===== config.mk =====
export PLATFORM = sky130hd
export DESIGN_NAME = length_checksum_frame_receiver
export DESIGN_NICKNAME = d
export VERILOG_FILES = /design/src/lfr_pkg.sv /design/src/length_checksum_frame_receiver.sv /design/src/lfr_parser.sv
export SDC_FILE = /design/constraint.sdc
export NUM_CORES = 1
export LEC_CHECK = 0
export BUFFER_PORTS_ARGS = -buffer_cell sky130_fd_sc_hd__buf_4
export CORE_MARGIN = 4
export CORE_UTILIZATION = 51
export DETAILED_ROUTE_END_ITERATION = 6
export PLACE_DENSITY = 0.68
export SYNTH_ARGS = -nofsm -noshare
export SYNTH_HDL_FRONTEND = slang
export SYNTH_HIERARCHICAL = 1
export SYNTH_SLANG_ARGS = --single-unit

===== constraint.sdc =====
create_clock -name clk -period 3 [get_ports clk]
set_input_delay 0 -clock clk [delete_from_list [all_inputs] [get_ports clk]]
set_output_delay 0 -clock clk [all_outputs]
set_load 0.005 [all_outputs]

===== src/lfr_pkg.sv =====
// Package for the length-prefixed frame receiver.
// Holds the header byte, the parser phase codes and the result beat type.
// No dependencies.
`timescale 1ns / 1ps

package lfr_pkg;

	localparam logic [7:0] HDR_BYTE = 8'hAA;
	localparam logic [7:0] MIN_LEN  = 8'd2;

	localparam logic [1:0] PH_HUNT = 2'd0;
	localparam logic [1:0] PH_LEN  = 2'd1;
	localparam logic [1:0] PH_BODY = 2'd2;
	localparam logic [1:0] PH_SUM  = 2'd3;

	typedef struct packed {
		logic       has_result;
		logic [7:0] body_byte;
		logic [7:0] byte_index;
		logic       frame_end;
		logic       checksum_ok;
		logic [7:0] frame_length;
	} result_t;

endpackage


===== src/length_checksum_frame_receiver.sv =====
// Top level of the length-prefixed frame receiver with two's complement checksum.
// Input register, lfr_parser, result register. Depends on lfr_pkg and lfr_parser.
//
//   channel  | signals                         | direction
//   ---------+---------------------------------+----------
//   input    | in_valid, in_ready, rx_byte     | in
//   result   | out_valid, out_ready, body_byte,| out
//            | byte_index, frame_end,          |
//            | checksum_ok, frame_length       |
//
// One byte a cycle unless a held result stalls the input. A byte is taken into
// the input register, and its result is then loaded into the result register,
// from which the result beat leaves.
// Header, length and dropped bytes give no result beat.
// Reset clears the parser to hunting and empties both registers.
// A held result stalls only a byte that would itself yield a result.
`timescale 1ns / 1ps

module length_checksum_frame_receiver (
	input  logic       clk,
	input  logic       arst_n,
	input  logic       in_valid,
	output logic       in_ready,
	input  logic [7:0] rx_byte,
	output logic       out_valid,
	input  logic       out_ready,
	output logic [7:0] body_byte,
	output logic [7:0] byte_index,
	output logic       frame_end,
	output logic       checksum_ok,
	output logic [7:0] frame_length
);

	logic             valid_s1;
	logic [7:0]       byte_s1;
	lfr_pkg::result_t res;
	logic             stall;
	logic             advance;

	lfr_parser u_parser (
		.clk     (clk),
		.arst_n  (arst_n),
		.advance (advance),
		.byte_in (byte_s1),
		.res     (res)
	);

	assign stall    = valid_s1 && res.has_result && out_valid && !out_ready;
	assign advance  = valid_s1 && !stall;
	assign in_ready = !valid_s1 || !stall;

	always_ff @(posedge clk or negedge arst_n) begin
		if (!arst_n) begin
			valid_s1 <= 1'b0;
		end else if (in_ready) begin
			valid_s1 <= in_valid;
		end
	end

	always_ff @(posedge clk) begin
		if (in_ready && in_valid) begin
			byte_s1 <= rx_byte;
		end
	end

	always_ff @(posedge clk or negedge arst_n) begin
		if (!arst_n) begin
			out_valid <= 1'b0;
		end else if (advance && res.has_result) begin
			out_valid <= 1'b1;
		end else if (out_ready) begin
			out_valid <= 1'b0;
		end
	end

	always_ff @(posedge clk) begin
		if (advance && res.has_result) begin
			body_byte    <= res.body_byte;
			byte_index   <= res.byte_index;
			frame_end    <= res.frame_end;
			checksum_ok  <= res.checksum_ok;
			frame_length <= res.frame_length;
		end
	end

	a_end_zero_fields: assert property (@(posedge clk) disable iff (!arst_n)
		out_valid && frame_end |-> body_byte == 8'd0 && byte_index == 8'd0)
		else $error("frame end beat carries body data");

	a_body_no_verdict: assert property (@(posedge clk) disable iff (!arst_n)
		out_valid && !frame_end |-> !checksum_ok)
		else $error("body beat carries a checksum verdict");

	a_length_min: assert property (@(posedge clk) disable iff (!arst_n)
		out_valid |-> frame_length >= lfr_pkg::MIN_LEN)
		else $error("result beat with short frame length");

	a_stall_blocks: assert property (@(posedge clk) disable iff (!arst_n)
		valid_s1 && res.has_result && out_valid && !out_ready |-> !in_ready && !advance)
		else $error("parser advanced into a held result");

endmodule


===== src/lfr_parser.sv =====
// Frame parser: phase, length, running sum and body counters.
// Works out the result of the byte in front of it; state moves on when advance is high.
// Depends on lfr_pkg.
`timescale 1ns / 1ps

module lfr_parser (
	input  logic             clk,
	input  logic             arst_n,
	input  logic             advance,
	input  logic [7:0]       byte_in,
	output lfr_pkg::result_t res
);

	logic [1:0] phase_q, phase_d;
	logic [7:0] remain_q, remain_d;
	logic [7:0] sum_q, sum_d;
	logic [7:0] length_q, length_d;
	logic [7:0] pos_q, pos_d;
	logic [7:0] sum_plus;

	assign sum_plus = sum_q + byte_in;

	always_comb begin
		phase_d  = phase_q;
		remain_d = remain_q;
		sum_d    = sum_q;
		length_d = length_q;
		pos_d    = pos_q;
		res      = '0;
		res.frame_length = length_q;
		case (phase_q)
			lfr_pkg::PH_LEN: begin
				if (byte_in < lfr_pkg::MIN_LEN) begin
					phase_d = lfr_pkg::PH_HUNT;
				end else begin
					length_d = byte_in;
					sum_d    = byte_in;
					remain_d = byte_in - lfr_pkg::MIN_LEN;
					pos_d    = '0;
					phase_d  = (byte_in != lfr_pkg::MIN_LEN) ? lfr_pkg::PH_BODY
					                                         : lfr_pkg::PH_SUM;
				end
			end
			lfr_pkg::PH_BODY: begin
				res.has_result = 1'b1;
				res.body_byte  = byte_in;
				res.byte_index = pos_q;
				sum_d    = sum_plus;
				pos_d    = pos_q + 8'd1;
				remain_d = remain_q - 8'd1;
				if (remain_q == 8'd1) begin
					phase_d = lfr_pkg::PH_SUM;
				end
			end
			lfr_pkg::PH_SUM: begin
				// sum plus checksum wraps to zero on a good frame
				res.has_result  = 1'b1;
				res.frame_end   = 1'b1;
				res.checksum_ok = (sum_plus == 8'd0);
				phase_d  = lfr_pkg::PH_HUNT;
				remain_d = '0;
			end
			default: begin
				if (byte_in == lfr_pkg::HDR_BYTE) begin
					phase_d = lfr_pkg::PH_LEN;
				end
			end
		endcase
	end

	always_ff @(posedge clk or negedge arst_n) begin
		if (!arst_n) begin
			phase_q  <= lfr_pkg::PH_HUNT;
			remain_q <= '0;
			sum_q    <= '0;
			length_q <= '0;
			pos_q    <= '0;
		end else if (advance) begin
			phase_q  <= phase_d;
			remain_q <= remain_d;
			sum_q    <= sum_d;
			length_q <= length_d;
			pos_q    <= pos_d;
		end
	end

endmodule

==> reports/metrics.csv <==
stage,metric,value,unit
cells_and_area,layout cell share with drive strength beyond 1,0.221,
global_routing,largest net degree at the start of global routing,37,
placed_design,DP Cell Count,411,
sta,clk_skew,0.00724,ns
logic_synthesis,leading area contributor after synthesis,edfxtp_1,
clock_network,CTS root buf,clkbuf_8,
logic_synthesis,Post-Syn Area per Cell,11.5,sq um
pwr,Leak,0.00177,uW
pwr,sequential share of power,0.405,
logic_synthesis,Post-synth EDFFs,34,
clock_network,CTS H-tree depth,3,
cells_and_area,area delta synth->final,20.1,%
placed_design,GP Congestion,0.813,
clock_network,clk_lat worst skew,0.35,ns
floorplan,die height,90.5,um
logic_synthesis,synth top area cells,"edfxtp_1, dfrtp_1, ha_1",
clock_network,Setup Buffers After CTS,0,
pwr,total power,3830,uW
cells_and_area,final net count,385,
drt,TritonRoute pass-1 iters,5,
logic_synthesis,dominant synthesized flop cell,dfrtp_1,
placed_design,post-DP HPWL,4880,um
cells_and_area,Non-Filler Instances,439,
global_routing,GRT overflow,0,
sta,setup tns final,0,ns
logic_synthesis,"top cells by count, synth","dfrtp_1, edfxtp_1, nor2_1",
logic_synthesis,sequential area share after synthesis,0.553,
drt,WL final,7130,um
worst_setup_path,Crit. End Element,flop,
logic_synthesis,Syn Std Cell Area,0.00347,sq mm
clock_network,Clock transition at path regs,0.07,ns
logic_synthesis,Synth async-reset ratio,0.514,
placed_design,# port buffers,39,
cells_and_area,ant diodes,0,
global_routing,number of global-route vias before repair,2398,
drt,Iteration-0 DRC Markers,148,
pwr,internal power,2450,uW
logic_synthesis,Synth cell types,52,
clock_network,Clock Path Buffers,2,
floorplan,core area,0.00649,sq mm
floorplan,Row Count,29,
sta,Fmax,379,MHz
sta,fin crit share,0.879,
sta,final setup fails,0,
logic_synthesis,Syn Inst Count,301,
logic_synthesis,post-synth net total,329,
worst_setup_path,CP startpoint kind,flop,
global_routing,total global-route track usage,0.184,
floorplan,Ports,40,
cells_and_area,final instance area,0.00417,sq mm
cells_and_area,fin util,0.642,
logic_synthesis,post-synth top area share,0.294,
pwr,NetSw,1380,uW
worst_setup_path,FF-to-FF setup slack,0.36,ns
floorplan,Die Footprint,0.00819,sq mm
drt,Residual DRC,0,
flow_run,max_cap viols,0,
sta,Hold Fails Final Rpt,0,
drt,vias per cell,5.61,
clock_network,Inserted Clock Buffers,9,
logic_synthesis,Synth Register Bits,70,
pwr,Logic pwr share,0.393,
pwr,PwrDens,918,mW/mm^2
min_path,Tightest Hold Check Type,in2async,
logic_synthesis,Syn. warnings,6,
floorplan,Starting Density,0.535,
sta,Rel. slew slack,0.588,
placed_design,placed inst area,0.00384,sq mm
sta,worst slew pin tran,0.617,ns
drt,post-route ant nets,0,
worst_setup_path,Worst EP required,3.19,ns
floorplan,die width,90.5,um
outcome,status,"complete, no violations",
worst_setup_path,CP Max Fanout,8,
global_routing,first-pass GRT wire length,12000,um
pwr,sw frac,0.361,
sta,Tmin final,2.64,ns
drt,Via Count,2463,
clock_network,clk sinks,70,
sta,RSZ-0062 raised after global routing,false,
worst_setup_path,CP Class,reg2reg,
drt,WL/cell,16.2,um
pwr,VDD IR-drop max,0.492,mV
pwr,Clk pwr share,0.202,
sta,Slew Limit Fails,0,
logic_synthesis,cell with the most instances after synthesis,dfrtp_1,
global_routing,antenna violations before repair,0,
worst_setup_path,CP arrival,2.82,ns
clock_network,CTS tree,done,
critical path, stage by stage, from the launching register on:
cell and delay [ns]:
dfrtp_1 0.42, inv_1 0.12, ha_1 0.28, or4b_2 0.65, o21ai_1 0.44, buf_4 0.24, nor3_1 0.05, a21oi_1 0.14
o221ai_1 0.14
kinds of logic (layout without fill, tap and decap cells):
kind of cell	after synthesis	after routing	synth area share
AO/OA/AOI/OAI	49	49	0.0919
XOR/XNOR	16	16	0.0403
adder cells (fa/ha/maj)	16	16	0.0598
buffers and inverters	28	89	0.0371
flip-flops	70	70	0.553
multiplexers	17	17	0.0522
AND/OR/NAND/NOR	105	105	0.165
cell usage in the layout (no fill, tap or decap), types with 7 or more instances in the layout:
| cell | Yosys | routed |
|---|---|---|
| nor3_1 | 11 | 11 |
| clkbuf_8 | 0 | 10 |
| ha_1 | 15 | 15 |
| mux2i_1 | 8 | 8 |
| mux2_2 | 9 | 9 |
| nand2b_1 | 7 | 7 |
| nand2_1 | 18 | 18 |
| edfxtp_1 | 34 | 34 |
| xor2_1 | 13 | 13 |
| a21oi_1 | 15 | 15 |
| dlygate4sd3_1 | 0 | 12 |
| inv_1 | 15 | 15 |
| buf_4 | 0 | 46 |
| dfrtp_1 | 36 | 36 |
| nor2_1 | 25 | 24 |
| and2_1 | 13 | 13 |
| o21ai_0 | 11 | 11 |
area by class of cell:
| class | instances | area [sq um] |
|---|---|---|
| Clock buffer | 10 | 138 |
| Clock inverter | 6 | 68.8 |
| Fill cell | 505 | 2320 |
| Inverter | 15 | 56.3 |
| Multi-Input combinational cell | 203 | 1430 |
| Sequential cell | 70 | 1920 |
| Tap cell | 77 | 96.3 |
| Timing Repair Buffer | 58 | 465 |
per-stage QoR:
stage / worst slack [ns] / hold slack [ns]
after floorplan: 0.229 / -0.296
after global placement: 0.505 / -0.00353
after detailed placement: 0.399 / 0.00336
after CTS: 0.372 / 0.171
after global routing: 0.145 / 0.206
final: 0.364 / 0.160
worst paths after layout:
path                                 startpoint                   end  depth (start not counted)
max in group asynchronous                arst_n  u_parser/length_q[5]                          2
min in group clk                     rx_byte[6]            byte_s1[6]                          2
min                                      arst_n  u_parser/remain_q[3]                          2
min reg2reg                u_parser/length_q[7]       frame_length[7]                          0
max                                        flop  u_parser/remain_q[7]                          8
max reg2reg                                flop  u_parser/remain_q[7]                          8
power by group through the flow:
stage                     clock network, uW  registers (uW)  logic, uW
after floorplan                           0            1530       1060
after global placement                    0            1560       1440
after detailed placement                  0            1570       1490
after CTS                               799            1550       1510
after global routing                    845            1590       1680
final                                   775            1550       1510
per-layer routing:
layer	global-route usage	up-vias	wire [um]
met5	0	-	0
met4	0.0829	0	109
met3	0.0333	8	485
met2	0.288	96	3250
met1	0.249	1156	3280
li1	-	1203	-
state kept, by name, summed over array words and instances (netlist names), named ones only:
register	cells
frame_length	8
u_parser/remain_q	8
byte_index	8
u_parser/sum_q	8
u_parser/pos_q	8
out_valid	1
u_parser/length_q	8
checksum_ok	1
valid_s1	1
frame_end	1
body_byte	8
u_parser/phase_q	1
byte_s1	8
timing repair:
action | in CTS | in global routing
gates resized for setup | 0 | 0
hold endpoints to repair | 46 | 0
hold buffers | 12 | 0
Power figures use the tool's default switching activity.
